--- config.mk ---
export PLATFORM = sky130hd
export DESIGN_NAME = line_position_centroid_core_flat
export DESIGN_NICKNAME = d
export VERILOG_FILES = /design/src/rtl/lpc_pkg.sv /design/src/rtl/lpc_if.sv /design/src/rtl/lpc_div.sv /design/src/rtl/lpc_datapath.sv /design/src/rtl/lpc_ctrl.sv /design/src/rtl/line_position_centroid_core.sv /design/src/flat_wrapper.sv
export SDC_FILE = /design/constraint.sdc
export NUM_CORES = 2
export LEC_CHECK = 0
export ABC_AREA = 0
export BUFFER_PORTS_ARGS = -buffer_cell sky130_fd_sc_hd__buf_2
export CAP_MARGIN = 30
export CORE_MARGIN = 8
export CORE_UTILIZATION = 31
export CTS_BUF_LIST = sky130_fd_sc_hd__clkbuf_8
export CTS_CLUSTER_SIZE = 25
export DETAILED_ROUTE_END_ITERATION = 7
export REMOVE_ABC_BUFFERS = 1
export SLEW_MARGIN = 25
export SYNTH_ARGS = -nofsm -noshare
export SYNTH_HDL_FRONTEND = slang
export SYNTH_SLANG_ARGS = --single-unit
--- constraint.sdc ---
create_clock -name clk -period 12.2 [get_ports clk]
set_input_delay 1.83 -clock clk [delete_from_list [all_inputs] [get_ports clk]]
set_output_delay 1.83 -clock clk [all_outputs]
set_load 0.005 [all_outputs]
--- src/rtl/lpc_pkg.sv ---
// ============================================================================
// lpc_pkg - shared types and constants for the line position centroid core
// Holds field widths, calibration reset values and controller/datapath links.
// ============================================================================
package lpc_pkg;

    localparam int NUM_SENSORS = 4;
    localparam int RD_W        = 10;
    localparam int LB_W        = 5;
    localparam int POS_W       = 16;
    localparam int ADDR_W      = 5;
    localparam int DATA_W      = 32;
    localparam int LOST_W      = 3;

    localparam int OUT_MIN     = 5;
    localparam int LOST_LIMIT  = 5;

    // weight lane divider: |(x-lo)*95| < 2^17, |hi-lo| < 2^10
    localparam int W_QW        = 17;
    localparam int W_DW        = 10;
    // final divider: quotient below 2^15 once saturation is ruled out
    localparam int F_QW        = 15;
    localparam int F_DW        = 19;
    localparam int CNT_W       = 5;

    localparam logic signed [POS_W-1:0] POS_MAX = 16'sh7FFF;
    localparam logic signed [POS_W-1:0] POS_MIN = 16'sh8000;

    typedef logic [NUM_SENSORS-1:0][RD_W-1:0] cal_arr_t;

    localparam cal_arr_t CAL_LOW_RST  = {10'd25, 10'd23, 10'd25, 10'd24};
    localparam cal_arr_t CAL_HIGH_RST = {10'd414, 10'd139, 10'd364, 10'd173};

    typedef struct packed {
        cal_arr_t        reading;
        logic [LB_W-1:0] line_bits;
    } in_item_t;

    typedef struct packed {
        logic capture;
        logic prep;
        logic wstep;
        logic wfix;
        logic sum;
        logic fchk;
        logic fstep;
        logic fix;
    } lpc_cmd_t;

    typedef struct packed {
        logic fdiv_skip;
    } lpc_status_t;

endpackage

--- src/rtl/lpc_if.sv ---
// ============================================================================
// lpc_if - valid/ready channels of the line position centroid core
// Input channel carries sensor readings, output channel the position result.
// ============================================================================
interface lpc_in_if
    import lpc_pkg::*;
();
    logic            valid;
    logic            ready;
    logic [RD_W-1:0] reading_0;
    logic [RD_W-1:0] reading_1;
    logic [RD_W-1:0] reading_2;
    logic [RD_W-1:0] reading_3;
    logic [LB_W-1:0] line_bits;

    modport source (output valid, reading_0, reading_1, reading_2, reading_3,
                    line_bits, input ready);
    modport sink   (input valid, reading_0, reading_1, reading_2, reading_3,
                    line_bits, output ready);
endinterface

interface lpc_out_if
    import lpc_pkg::*;
();
    logic                    valid;
    logic                    ready;
    logic signed [POS_W-1:0] position_q8;
    logic                    position_valid;
    logic                    line_lost;

    modport source (output valid, position_q8, position_valid, line_lost,
                    input ready);
    modport sink   (input valid, position_q8, position_valid, line_lost,
                    output ready);
endinterface

--- src/rtl/lpc_div.sv ---
// ============================================================================
// lpc_div - unsigned restoring divider, one quotient bit per step
// Loaded with a partial remainder and the low dividend bits; QW steps.
// ============================================================================
module lpc_div #(
    parameter int QW = 17,
    parameter int DW = 10
) (
    input  logic          clk,
    input  logic          load,
    input  logic          step,
    input  logic [DW-1:0] rem_init,
    input  logic [QW-1:0] dvd_low,
    input  logic [DW-1:0] dvs,
    output logic [QW-1:0] quo
);

    logic [DW-1:0] rem_reg, rem_next;
    logic [QW-1:0] quo_reg, quo_next;
    logic [DW-1:0] dvs_reg;
    logic [DW:0]   shifted;
    logic [DW:0]   diff;

    always_comb
    begin
        shifted  = {rem_reg, quo_reg[QW-1]};
        diff     = shifted - {1'b0, dvs_reg};
        rem_next = rem_reg;
        quo_next = quo_reg;
        if (load)
        begin
            rem_next = rem_init;
            quo_next = dvd_low;
        end
        else if (step)
        begin
            if (!diff[DW])
            begin
                rem_next = diff[DW-1:0];
                quo_next = {quo_reg[QW-2:0], 1'b1};
            end
            else
            begin
                rem_next = shifted[DW-1:0];
                quo_next = {quo_reg[QW-2:0], 1'b0};
            end
        end
    end

    always_ff @(posedge clk)
    begin
        rem_reg <= rem_next;
        quo_reg <= quo_next;
        if (load)
        begin
            dvs_reg <= dvs;
        end
    end

    assign quo = quo_reg;

endmodule

--- src/rtl/lpc_datapath.sv ---
// ============================================================================
// lpc_datapath - weight mapping, centroid sums, final division, lost counter
// Four divider lanes form the weights; one divider forms the position.
// ============================================================================
module lpc_datapath
    import lpc_pkg::*;
(
    input  logic                    clk,
    input  logic                    rst_n,
    input  lpc_cmd_t                cmd,
    input  in_item_t                item,
    input  cal_arr_t                cal_low,
    input  cal_arr_t                cal_high,
    output lpc_status_t             status,
    output logic signed [POS_W-1:0] position_q8,
    output logic                    position_valid,
    output logic                    line_lost
);

    logic signed [RD_W:0]   dx_reg [NUM_SENSORS];
    logic signed [RD_W:0]   sp_reg [NUM_SENSORS];
    logic                   neg_reg [NUM_SENSORS];
    logic                   zero_reg [NUM_SENSORS];
    logic signed [W_QW:0]   w_reg [NUM_SENSORS];
    logic signed [19:0]     d_reg;
    logic signed [24:0]     n2_reg;
    logic                   val_reg;
    logic                   sat_reg;
    logic                   nneg_reg;
    logic [LOST_W-1:0]      lost_count_reg, lost_count_next;
    logic                   lost_pend_reg, lost_pend_next;
    logic signed [POS_W-1:0] pos_reg;
    logic                   pos_valid_reg;
    logic                   line_lost_reg;

    logic [W_QW-1:0]        num_mag [NUM_SENSORS];
    logic [W_DW-1:0]        sp_mag [NUM_SENSORS];
    logic                   neg_next [NUM_SENSORS];
    logic [W_QW-1:0]        wq [NUM_SENSORS];
    logic [F_QW-1:0]        fq;

    logic signed [19:0]     d_next;
    logic signed [24:0]     n2_next;
    logic [23:0]            n_abs;
    logic [30:0]            nmag;
    logic                   dpos;
    logic                   sat;
    logic signed [POS_W-1:0] pos_next;

    // per-lane numerator (x-lo)*95 and span magnitude
    always_comb
    begin
        logic signed [W_QW:0] dxe;
        logic signed [W_QW:0] prod;
        for (int i = 0; i < NUM_SENSORS; i++)
        begin
            dxe         = (W_QW+1)'(dx_reg[i]);
            prod        = (dxe <<< 6) + (dxe <<< 5) - dxe;
            num_mag[i]  = prod[W_QW] ? W_QW'(-prod) : prod[W_QW-1:0];
            sp_mag[i]   = sp_reg[i][RD_W] ? W_DW'(-sp_reg[i]) : sp_reg[i][RD_W-1:0];
            neg_next[i] = prod[W_QW] ^ sp_reg[i][RD_W];
        end
    end

    for (genvar g = 0; g < NUM_SENSORS; g++)
    begin : g_lane
        lpc_div #(
            .QW (W_QW),
            .DW (W_DW)
        ) u_wdiv (
            .clk      (clk),
            .load     (cmd.prep),
            .step     (cmd.wstep),
            .rem_init ('0),
            .dvd_low  (num_mag[g]),
            .dvs      (sp_mag[g]),
            .quo      (wq[g])
        );
    end

    // centroid sums: offsets in half mm are 45, 15, -15, -45
    always_comb
    begin
        logic signed [24:0] a;
        logic signed [24:0] b;
        d_next  = 20'(w_reg[0]) + 20'(w_reg[1]) + 20'(w_reg[2]) + 20'(w_reg[3]);
        a       = 25'(w_reg[0]) - 25'(w_reg[3]);
        b       = 25'(w_reg[1]) - 25'(w_reg[2]);
        n2_next = (a <<< 5) + (a <<< 3) + (a <<< 2) + a + (b <<< 4) - b;
    end

    assign n_abs = n2_reg[24] ? 24'(-n2_reg) : n2_reg[23:0];
    assign nmag  = {n_abs, 7'b0};
    assign dpos  = !d_reg[19] && (d_reg != '0);
    assign sat   = {3'b0, nmag} >= {d_reg[F_DW-1:0], 15'b0};

    assign status.fdiv_skip = !dpos || sat;

    lpc_div #(
        .QW (F_QW),
        .DW (F_DW)
    ) u_fdiv (
        .clk      (clk),
        .load     (cmd.fchk),
        .step     (cmd.fstep),
        .rem_init ({3'b0, nmag[30:F_QW]}),
        .dvd_low  (nmag[F_QW-1:0]),
        .dvs      (d_reg[F_DW-1:0]),
        .quo      (fq)
    );

    always_comb
    begin
        if (!val_reg)
        begin
            pos_next = '0;
        end
        else if (sat_reg)
        begin
            pos_next = nneg_reg ? POS_MIN : POS_MAX;
        end
        else
        begin
            pos_next = nneg_reg ? -$signed({1'b0, fq}) : $signed({1'b0, fq});
        end
    end

    // consecutive no-line counter
    always_comb
    begin
        logic [LOST_W-1:0] inc;
        inc             = lost_count_reg + LOST_W'(1);
        lost_count_next = lost_count_reg;
        lost_pend_next  = lost_pend_reg;
        if (cmd.capture)
        begin
            lost_pend_next = 1'b0;
            if (item.line_bits != '0)
            begin
                lost_count_next = '0;
            end
            else if (inc > LOST_W'(LOST_LIMIT))
            begin
                lost_count_next = '0;
                lost_pend_next  = 1'b1;
            end
            else
            begin
                lost_count_next = inc;
            end
        end
    end

    always_ff @(posedge clk or negedge rst_n)
    begin
        if (!rst_n)
        begin
            lost_count_reg <= '0;
        end
        else
        begin
            lost_count_reg <= lost_count_next;
        end
    end

    always_ff @(posedge clk)
    begin
        lost_pend_reg <= lost_pend_next;
        for (int i = 0; i < NUM_SENSORS; i++)
        begin
            if (cmd.capture)
            begin
                dx_reg[i] <= $signed({1'b0, item.reading[i]}) - $signed({1'b0, cal_low[i]});
                sp_reg[i] <= $signed({1'b0, cal_high[i]}) - $signed({1'b0, cal_low[i]});
            end
            if (cmd.prep)
            begin
                neg_reg[i]  <= neg_next[i];
                zero_reg[i] <= (sp_reg[i] == '0);
            end
            if (cmd.wfix)
            begin
                if (zero_reg[i])
                begin
                    w_reg[i] <= (W_QW+1)'(OUT_MIN);
                end
                else if (neg_reg[i])
                begin
                    w_reg[i] <= -$signed({1'b0, wq[i]}) + (W_QW+1)'(OUT_MIN);
                end
                else
                begin
                    w_reg[i] <= $signed({1'b0, wq[i]}) + (W_QW+1)'(OUT_MIN);
                end
            end
        end
        if (cmd.sum)
        begin
            d_reg  <= d_next;
            n2_reg <= n2_next;
        end
        if (cmd.fchk)
        begin
            val_reg  <= dpos;
            sat_reg  <= sat;
            nneg_reg <= n2_reg[24];
        end
        if (cmd.fix)
        begin
            pos_reg       <= pos_next;
            pos_valid_reg <= val_reg;
            line_lost_reg <= lost_pend_reg;
        end
    end

    assign position_q8    = pos_reg;
    assign position_valid = pos_valid_reg;
    assign line_lost      = line_lost_reg;

endmodule

--- src/rtl/lpc_ctrl.sv ---
// ============================================================================
// lpc_ctrl - sequencer for the line position centroid core
// Steps one transaction through mapping, summing and division.
// ============================================================================
module lpc_ctrl
    import lpc_pkg::*;
(
    input  logic        clk,
    input  logic        rst_n,
    input  logic        in_valid,
    output logic        in_ready,
    output logic        out_valid,
    input  logic        out_ready,
    input  lpc_status_t status,
    output lpc_cmd_t    cmd
);

    typedef enum logic [2:0] {
        S_IDLE,
        S_PREP,
        S_WDIV,
        S_WFIX,
        S_SUM,
        S_FCHK,
        S_FDIV,
        S_FIX
    } state_t;

    state_t            state_reg, state_next;
    logic [CNT_W-1:0]  cnt_reg, cnt_next;
    logic              out_valid_reg, out_valid_next;

    always_comb
    begin
        state_next     = state_reg;
        cnt_next       = cnt_reg;
        out_valid_next = out_valid_reg && !out_ready;
        cmd            = '0;
        case (state_reg)
            S_IDLE:
            begin
                if (in_valid)
                begin
                    cmd.capture = 1'b1;
                    state_next  = S_PREP;
                end
            end
            S_PREP:
            begin
                cmd.prep   = 1'b1;
                cnt_next   = '0;
                state_next = S_WDIV;
            end
            S_WDIV:
            begin
                cmd.wstep = 1'b1;
                cnt_next  = cnt_reg + CNT_W'(1);
                if (cnt_reg == CNT_W'(W_QW - 1))
                begin
                    state_next = S_WFIX;
                end
            end
            S_WFIX:
            begin
                cmd.wfix   = 1'b1;
                state_next = S_SUM;
            end
            S_SUM:
            begin
                cmd.sum    = 1'b1;
                state_next = S_FCHK;
            end
            S_FCHK:
            begin
                cmd.fchk   = 1'b1;
                cnt_next   = '0;
                state_next = status.fdiv_skip ? S_FIX : S_FDIV;
            end
            S_FDIV:
            begin
                cmd.fstep = 1'b1;
                cnt_next  = cnt_reg + CNT_W'(1);
                if (cnt_reg == CNT_W'(F_QW - 1))
                begin
                    state_next = S_FIX;
                end
            end
            S_FIX:
            begin
                if (!out_valid_reg || out_ready)
                begin
                    cmd.fix        = 1'b1;
                    out_valid_next = 1'b1;
                    state_next     = S_IDLE;
                end
            end
            default:
            begin
                state_next = S_IDLE;
            end
        endcase
    end

    always_ff @(posedge clk or negedge rst_n)
    begin
        if (!rst_n)
        begin
            state_reg     <= S_IDLE;
            cnt_reg       <= '0;
            out_valid_reg <= 1'b0;
        end
        else
        begin
            state_reg     <= state_next;
            cnt_reg       <= cnt_next;
            out_valid_reg <= out_valid_next;
        end
    end

    assign in_ready  = (state_reg == S_IDLE);
    assign out_valid = out_valid_reg;

endmodule

--- src/rtl/line_position_centroid_core.sv ---
// ============================================================================
// line_position_centroid_core - weighted centroid line position from four
// calibrated reflectance sensors, with a consecutive no-line detector.
//
//   channel   dir  handshake            payload
//   in_ch     in   valid/ready          reading_0..3, line_bits
//   out_ch    out  valid/ready          position_q8, position_valid, line_lost
//   apb       in   psel/penable/pready  paddr, pwdata, prdata (cal_low/high)
//
// A transaction runs through the four weight divider lanes and then the final
// divider before the next one is accepted.
// With a non-positive weight sum or a saturated position the final divider
// is bypassed.
// The result sits in an output register; a new transaction is accepted while
// it waits, and the sequencer stalls only before overwriting it.
// Reset restores the calibration registers and clears the no-line count.
// ============================================================================
module line_position_centroid_core
    import lpc_pkg::*;
(
    input  logic              clk,
    input  logic              rst_n,
    lpc_in_if.sink            in_ch,
    lpc_out_if.source         out_ch,
    input  logic              psel,
    input  logic              penable,
    input  logic              pwrite,
    input  logic [ADDR_W-1:0] paddr,
    input  logic [DATA_W-1:0] pwdata,
    output logic [DATA_W-1:0] prdata,
    output logic              pready
);

    cal_arr_t    cal_low_reg;
    cal_arr_t    cal_high_reg;
    logic [2:0]  reg_idx;
    logic        cfg_wr;
    lpc_cmd_t    cmd;
    lpc_status_t status;
    in_item_t    item;

    assign pready  = 1'b1;
    assign reg_idx = paddr[ADDR_W-1:2];
    assign cfg_wr  = psel && penable && pwrite && pready;

    // index bit 2 selects the high calibration bank
    always_ff @(posedge clk or negedge rst_n)
    begin
        if (!rst_n)
        begin
            cal_low_reg  <= CAL_LOW_RST;
            cal_high_reg <= CAL_HIGH_RST;
        end
        else if (cfg_wr)
        begin
            if (reg_idx[2])
            begin
                cal_high_reg[reg_idx[1:0]] <= pwdata[RD_W-1:0];
            end
            else
            begin
                cal_low_reg[reg_idx[1:0]] <= pwdata[RD_W-1:0];
            end
        end
    end

    assign prdata = {{(DATA_W-RD_W){1'b0}},
                     reg_idx[2] ? cal_high_reg[reg_idx[1:0]] : cal_low_reg[reg_idx[1:0]]};

    assign item.reading   = {in_ch.reading_3, in_ch.reading_2,
                             in_ch.reading_1, in_ch.reading_0};
    assign item.line_bits = in_ch.line_bits;

    lpc_ctrl u_ctrl (
        .clk       (clk),
        .rst_n     (rst_n),
        .in_valid  (in_ch.valid),
        .in_ready  (in_ch.ready),
        .out_valid (out_ch.valid),
        .out_ready (out_ch.ready),
        .status    (status),
        .cmd       (cmd)
    );

    lpc_datapath u_dp (
        .clk            (clk),
        .rst_n          (rst_n),
        .cmd            (cmd),
        .item           (item),
        .cal_low        (cal_low_reg),
        .cal_high       (cal_high_reg),
        .status         (status),
        .position_q8    (out_ch.position_q8),
        .position_valid (out_ch.position_valid),
        .line_lost      (out_ch.line_lost)
    );

endmodule

--- src/flat_wrapper.sv ---
// flat-port wrapper written by rule: the top's interface ports become plain ports
module line_position_centroid_core_flat import lpc_pkg::*;
  (clk, rst_n, psel, penable, pwrite, paddr, pwdata, prdata, pready, in_ch_valid, in_ch_reading_0, in_ch_reading_1, in_ch_reading_2, in_ch_reading_3, in_ch_line_bits, in_ch_ready, out_ch_valid, out_ch_position_q8, out_ch_position_valid, out_ch_line_lost, out_ch_ready);
  lpc_in_if in_ch_i ();
  lpc_out_if out_ch_i ();
  input  logic clk;
  input  logic rst_n;
  input  logic psel;
  input  logic penable;
  input  logic pwrite;
  input  logic [ADDR_W-1:0] paddr;
  input  logic [DATA_W-1:0] pwdata;
  output logic [DATA_W-1:0] prdata;
  output logic pready;
  input wire logic [$bits(in_ch_i.valid)-1:0] in_ch_valid;
  input wire logic [$bits(in_ch_i.reading_0)-1:0] in_ch_reading_0;
  input wire logic [$bits(in_ch_i.reading_1)-1:0] in_ch_reading_1;
  input wire logic [$bits(in_ch_i.reading_2)-1:0] in_ch_reading_2;
  input wire logic [$bits(in_ch_i.reading_3)-1:0] in_ch_reading_3;
  input wire logic [$bits(in_ch_i.line_bits)-1:0] in_ch_line_bits;
  output wire logic [$bits(in_ch_i.ready)-1:0] in_ch_ready;
  output wire logic [$bits(out_ch_i.valid)-1:0] out_ch_valid;
  output wire logic [$bits(out_ch_i.position_q8)-1:0] out_ch_position_q8;
  output wire logic [$bits(out_ch_i.position_valid)-1:0] out_ch_position_valid;
  output wire logic [$bits(out_ch_i.line_lost)-1:0] out_ch_line_lost;
  input wire logic [$bits(out_ch_i.ready)-1:0] out_ch_ready;
  assign in_ch_i.valid = in_ch_valid;
  assign in_ch_i.reading_0 = in_ch_reading_0;
  assign in_ch_i.reading_1 = in_ch_reading_1;
  assign in_ch_i.reading_2 = in_ch_reading_2;
  assign in_ch_i.reading_3 = in_ch_reading_3;
  assign in_ch_i.line_bits = in_ch_line_bits;
  assign in_ch_ready = in_ch_i.ready;
  assign out_ch_valid = out_ch_i.valid;
  assign out_ch_position_q8 = out_ch_i.position_q8;
  assign out_ch_position_valid = out_ch_i.position_valid;
  assign out_ch_line_lost = out_ch_i.line_lost;
  assign out_ch_i.ready = out_ch_ready;
  line_position_centroid_core u_core (.clk(clk), .rst_n(rst_n), .in_ch(in_ch_i), .out_ch(out_ch_i), .psel(psel), .penable(penable), .pwrite(pwrite), .paddr(paddr), .pwdata(pwdata), .prdata(prdata), .pready(pready));
endmodule
After elaboration in Yosys (flattened, before gate mapping)
Memories as Yosys holds them, arrays and structs flattened.
Index checks and enable logic that the tools add are counted.
{"block": "word_totals", "wordCells": 275, "mem_count": 5, "output_inout_bits": 53, "reg_bits": 360, "ram_bits": 168, "input_bits": 89}
{"name": "u_core.u_dp.w_reg", "depth": 4, "word_bits": 18, "read_ports": 4, "rd_ports_with_merged_regs": 0, "wr": 4, "line_no": "lpc_datapath.sv:24", "text": "logic signed [W_QW:0] w_reg [NUM_SENSORS];"}
{"name": "u_core.u_dp.dx_reg", "depth": 4, "word_bits": 11, "read_ports": 4, "rd_ports_with_merged_regs": 0, "wr": 4, "line_no": "lpc_datapath.sv:20", "text": "logic signed [RD_W:0] dx_reg [NUM_SENSORS];"}
{"name": "u_core.u_dp.sp_reg", "depth": 4, "word_bits": 11, "read_ports": 4, "rd_ports_with_merged_regs": 0, "wr": 4, "line_no": "lpc_datapath.sv:21", "text": "logic signed [RD_W:0] sp_reg [NUM_SENSORS];"}
{"name": "u_core.u_dp.neg_reg", "depth": 4, "word_bits": 1, "read_ports": 4, "rd_ports_with_merged_regs": 0, "wr": 4, "line_no": "lpc_datapath.sv:22", "text": "logic neg_reg [NUM_SENSORS];"}
{"name": "u_core.u_dp.zero_reg", "depth": 4, "word_bits": 1, "read_ports": 4, "rd_ports_with_merged_regs": 0, "wr": 4, "line_no": "lpc_datapath.sv:23", "text": "logic zero_reg [NUM_SENSORS];"}
{"block": "classes", "n_bitwise": 13, "n_eq_ne": 13, "order_cmp": 4, "mux": 121, "reduce_logical": 26, "add_sub_neg": 55}
{"op": "17-bit two-way mux", "n": 12}
{"op": "18-bit two-way mux", "n": 8}
{"op": "10-bit two-way mux", "n": 12}
{"op": "10-bit by 10-bit subtractor with 11-bit output", "n": 8}
{"op": "40-bit bitwise mux", "n": 2}
{"op": "16-bit two-way mux", "n": 5}
{"op": "17-bit by 16-bit adder with 18-bit output", "n": 4}
{"op": "17-bit by 3-bit adder with 18-bit output, second input constant", "n": 4}
{"op": "18-bit by 4-bit adder with 18-bit output, second input constant", "n": 4}
{"op": "17-bit negator with 18-bit output", "n": 4}
{"op": "18-bit by 11-bit subtractor with 18-bit output", "n": 4}
{"op": "17-bit negator", "n": 4}
{"op": "1-bit two-way mux", "n": 67}
{"op": "11-bit zero test", "n": 4}
{"op": "11-bit by 10-bit subtractor with 11-bit output", "n": 4}
{"op": "10-bit binary-select mux with 2-bit select", "n": 2}
{"op": "10-bit negator", "n": 4}
{"op": "18-bit by 18-bit subtractor with 19-bit output", "n": 2}
{"op": "31-bit by 34-bit >= comparator with 1-bit output", "n": 1}
{"op": "15-bit two-way mux", "n": 2}
{"op": "24-bit by 22-bit adder with 25-bit output", "n": 1}
{"op": "25-bit by 19-bit adder with 25-bit output", "n": 1}
{"op": "25-bit by 21-bit adder with 25-bit output", "n": 1}
{"op": "25-bit by 23-bit adder with 25-bit output", "n": 1}
{"op": "37 further kinds", "n": 71}

Longest topological paths before layout
An unclocked memory read counts as a cell.
{"block": "depth", "ltp_word": 7, "mapped_depth": 26, "ltp_nobuf": 26}

Cells and area by module
A second synthesis with hierarchy kept.
{"block": "unflattened", "cells_unflattened": 4286, "area_unflattened_um2": 42752.3}
{"mod": "lpc_datapath", "n_inst": 1, "seq_area_each_um2": 7131.8, "area_each_um2": 26888.3, "cells_each": 3035}
{"mod": "lpc_div (u_core.u_dp.g_lane[1].u_wdiv ...)", "n_inst": 3, "seq_area_each_um2": 1111.1, "area_each_um2": 2024.4, "cells_each": 165}
{"mod": "line_position_centroid_core", "n_inst": 1, "seq_area_each_um2": 2042.0, "area_each_um2": 3886.2, "cells_each": 235}
{"mod": "lpc_div (u_core.u_dp.u_fdiv)", "n_inst": 1, "seq_area_each_um2": 1591.5, "area_each_um2": 3214.3, "cells_each": 287}
{"mod": "lpc_div (u_core.u_dp.g_lane[0].u_wdiv)", "n_inst": 1, "seq_area_each_um2": 1111.1, "area_each_um2": 2077.0, "cells_each": 163}
{"mod": "lpc_ctrl", "n_inst": 1, "seq_area_each_um2": 225.2, "area_each_um2": 613.1, "cells_each": 71}

Least setup slack after synthesis
OpenSTA, ideal clock, no wires.
{"block": "synth_path", "kind": "register to register", "startpoint": "memory u_core.u_dp.w_reg[2][0] (netlist name)", "endpoint": "register u_core.u_dp.n2_reg[23], data pin", "path_slack_ps": 6193, "setup_ps": 266, "t_arrival_ps": 5741, "stages_incl_launch_ff": 23, "period_less_slack_ps": 6007, "n_path_buf": 0, "required_time_ps": 11934, "path_cell_list": "edfxtp_1 > ha_1 > fa_1 > nor2b_1 > o2111ai_1 > o2111a_1 > a211oi_1 > o31a_1 > o311ai_0 > a31oi_1 > clkinv_1 > xnor2_1 > ha_1 > fa_1 > inv_1 > fa_1 > inv_1 > ha_1 > a21o_1 > a221oi_1 > a21boi_0 > o41ai_1 > xnor2_1"}
{"element": "from (decl)", "line_no": "lpc_datapath.sv:24"}
{"element": "to (signal assigned)", "line_no": "lpc_datapath.sv:200", "text": "n2_reg <= n2_next;"}
{"element": "to (decl)", "line_no": "lpc_datapath.sv:26", "text": "logic signed [24:0] n2_reg;"}

==> impl_metrics.py <==
metrics = {
    "timing": {
        "finClkSkew_ns": 0.0633,
        "finalHoldViolations": 0,
        "drv_slew": 0,
        "timing.final.crit_share_pct": 57.6,
        "setup_violations": 0,
        "post-route-min-period_ns": 7.03,
        "finalSetupTns_ns": 0,
        "rsz0062_at_grt": "false",
        "slew_headroom_pct": 37.5,
        "tightest_slew_ns": 0.938,
        "fmax_ghz": 0.142,
    },
    "critical_path": {
        "start_kind": "register",
        "cp_data_required_time_ns": 12.67,
        "path_max_fanout": 6,
        "arrival_ns": 7.50,
        "path_cells": "ha_1, fa_1, nor2b_1, o2111ai_1, o2111a_1, a211oi_1, o31a_1, o311ai_0, a31oi_1, clkinv_1, xnor2_1, ha_1, fa_1, inv_1, fa_1, inv_1, ha_1, and3_1, a221oi_1, a21boi_0, o41ai_1, xnor2_1",
        "r2r-start": "u_core.u_dp.w_reg[2][0]",
        "endpoint_kind": "register",
        "slowest_stage": "a31oi_1",
        "crit_path_start": "u_core.u_dp.w_reg[2][0]",
        "max_stage_delay_ns": 0.55,
        "crit_type": "register to register",
        "reg2regPathDepth": 22,
    },
    "floorplanning": {
        "die_h_um": 384,
        "core_area_sq_um": 135000,
        "die_w_um": 384,
        "dieArea_sq_um": 147000,
        "row_count": 135,
        "start_util_pct": 31.1,
        "io-pin-count": 142,
    },
    "clock_network": {
        "path_clk_slew_ns": 0.06,
        "root_buffer": "clkbuf_8",
        "post_cts_buffers": 0,
        "cts.repair.resized": 0,
        "cts_hold_buf": 0,
        "clockBufferDepth": 3,
        "cts_tree": "done",
        "clk_latency_ns": 0.78,
        "htree_levels": 3,
        "clock_sinks": 528,
        "cts_made_buffers": 92,
    },
    "placement": {
        "hpwl_um": 78500,
        "gp_congestion": 0.860,
        "dp_cells": 6208,
        "place_area_sq_um": 44300,
        "io_buffer_count": 94,
    },
    "synthesis": {
        "synth.avg_cell_area_sq_um": 9.45,
        "synth_edf_count": 386,
        "synth_seq_cells": 528,
        "seq_area_frac_synth_pct": 35.6,
        "netlist_instances": 4442,
        "yosysWarnings": 0,
        "async_flop_share_pct": 17.4,
        "synth_cell_types": 96,
        "synth_flop_cell": "edfxtp_1",
        "synth.cell_area_sq_um": 42000,
    },
    "detailed_routing": {
        "topRoutingLayerUsed": "met5",
        "wl_met1_um": 46300,
        "wl_met2_um": 45200,
        "drcViolationCount": 0,
        "detail_route.wl_per_cell_um": 15.4,
        "antenna_left": 0,
        "drt_first_pass_iters": 5,
        "first_iter_violations": 1686,
        "vias": 30913,
        "met3_length_um": 4070,
        "avgViaCountPerCell": 4.84,
        "wl_um": 98700,
    },
    "global_route": {
        "grt_antenna_before_repair": 11,
        "grt_use_total_pct": 13.1,
        "first_global_vias": 30362,
        "grt_pass1_wl_um": 158000,
        "grt_max_degree": 100,
        "grt_overflow_total": 0,
    },
    "finish": {
        "nNetsFinal": 5097,
        "multi_input_area_sq_um": 24400,
        "largest_reg_flops": 72,
        "fin_cells": 6392,
        "fin_util_pct": 34.2,
        "area_delta_synth_final_pct": 9.95,
        "final_area_sq_um": 46200,
        "n_fill_cell": 13688,
        "drive_above_1_share_pct": 9.19,
        "regArea_sq_um": 14900,
    },
    "hold_path": {
        "worstHoldPathCells": 0,
        "hold_path_class": "register to register",
        "hold_start": "u_core.u_dp.sp_reg[2][0]",
    },
    "run_status": {
        "outcome": "finished clean",
    },
    "job": {
        "cap_violations": 0,
    },
}
## logic make-up (layout without fill, tap and decap cells)
logic type,Yosys count,count (layout),synth area share [%]
buffers and inverters,723,863,6.73
AO/OA/AOI/OAI,968,968,14.7
multiplexers,147,147,4.30
XOR/XNOR,371,371,7.74
AND/OR/NAND/NOR,1221,1221,13.8
other,2,31,0.0179
flip-flops,528,528,35.6
adder cells (fa/ha/maj),482,482,17.1
## through the flow
stage	hold WS, ns	setup WS [ns]
after floorplan	0.400	6.19
final	0.458	5.17
after CTS	0.463	5.12
after global routing	0.485	4.56
after detailed placement	0.449	5.18
after global placement	0.441	5.23
## cell usage after synthesis, drive strengths merged (13+ instances only)
| cell | count | area share [%] |
|---|---|---|
| a211oi | 35 | 0.64 |
| a21boi | 44 | 0.79 |
| a21o | 60 | 1.1 |
| a21oi | 170 | 2.0 |
| a31oi | 48 | 0.75 |
| and2 | 20 | 0.30 |
| and3 | 37 | 0.55 |
| buf | 41 | 0.63 |
| clkbuf | 109 | 0.97 |
| dfrtp | 60 | 3.6 |
| dfstp | 32 | 2.0 |
| dfxtp | 50 | 2.4 |
| edfxtp | 386 | 28 |
| fa | 155 | 7.4 |
| ha | 327 | 9.7 |
| inv | 570 | 5.1 |
| mux2 | 67 | 1.8 |
| mux2i | 60 | 1.4 |
| mux4 | 20 | 1.1 |
| nand2 | 387 | 3.5 |
| nand2b | 48 | 0.72 |
| nand3 | 56 | 0.67 |
| nand4 | 15 | 0.22 |
| nor2 | 323 | 2.9 |
| nor2b | 68 | 1.0 |
| nor3 | 102 | 1.2 |
| nor4 | 21 | 0.31 |
| o211ai | 25 | 0.45 |
| o21a | 31 | 0.55 |
| o21ai | 350 | 4.2 |
| o21bai | 14 | 0.26 |
| o22ai | 17 | 0.25 |
| o311ai | 14 | 0.29 |
| o31ai | 32 | 0.57 |
| o41ai | 16 | 0.39 |
| or2 | 22 | 0.33 |
| or3 | 62 | 0.94 |
| or4 | 13 | 0.24 |
| xnor2 | 259 | 5.4 |
| xor2 | 112 | 2.3 |
## final timing paths
check / endpoint / slack [ns]
worst min-delay path: u_core.u_dp.g_lane[2].u_wdiv.dvs_reg[0] / 0.46
worst max register to register: u_core.u_dp.n2_reg[23] / 5.17
max in group asynchronous: u_core.cal_high_reg[37] / 10.10
worst min register to register: u_core.u_dp.g_lane[2].u_wdiv.dvs_reg[0] / 0.46
worst max-delay path: u_core.u_dp.n2_reg[23] / 5.17
min in group asynchronous: u_core.cal_low_reg[12] / 0.98
## layout by cell type, fill, tap and decap left out, types with 60 or more instances in the layout
cell / Yosys / routed
nand2_1: 387 / 387
mux2_2: 67 / 67
fa_1: 155 / 155
buf_2: 13 / 94
a21oi_1: 170 / 170
xor2_1: 112 / 112
nor2b_1: 68 / 67
dfrtp_1: 60 / 60
edfxtp_1: 386 / 386
o21ai_0: 346 / 346
xnor2_1: 259 / 259
ha_1: 327 / 327
nor2_1: 323 / 321
mux2i_1: 60 / 60
clkbuf_8: 0 / 98
inv_1: 570 / 607
nor3_1: 101 / 100
## critical path: cells and delay by family, from the launching register on
kind	cells	cell delay, ns
compound gates	9	2.66
xor+xnor	2	0.34
fa+ha+maj	6	2.37
buf+inv	3	0.53
flops	1	0.44
simple gates	2	0.39
## layer usage
| layer | GRT usage (%) | vias up |
|---|---|---|
| met5 | 0 | - |
| met4 | 4.33 | 6 |
| met3 | 2.50 | 173 |
| met2 | 21.7 | 543 |
| met1 | 17.1 | 14539 |
| li1 | - | 15652 |
## cell type report
cell class                 count  area share [%]
multi-input combinational   3212            52.8
antenna                        8          0.0434
sequential                   528            32.4
tap                         1781            4.83
timing repair buffer         119            1.54
inverter                     573            4.66
clock buffer                  98            2.92
clock inverter                73           0.854
Power is left out: the tool's default activity adds up to more than one toggle a clock period on the data nets, which glitch-free logic cannot reach.
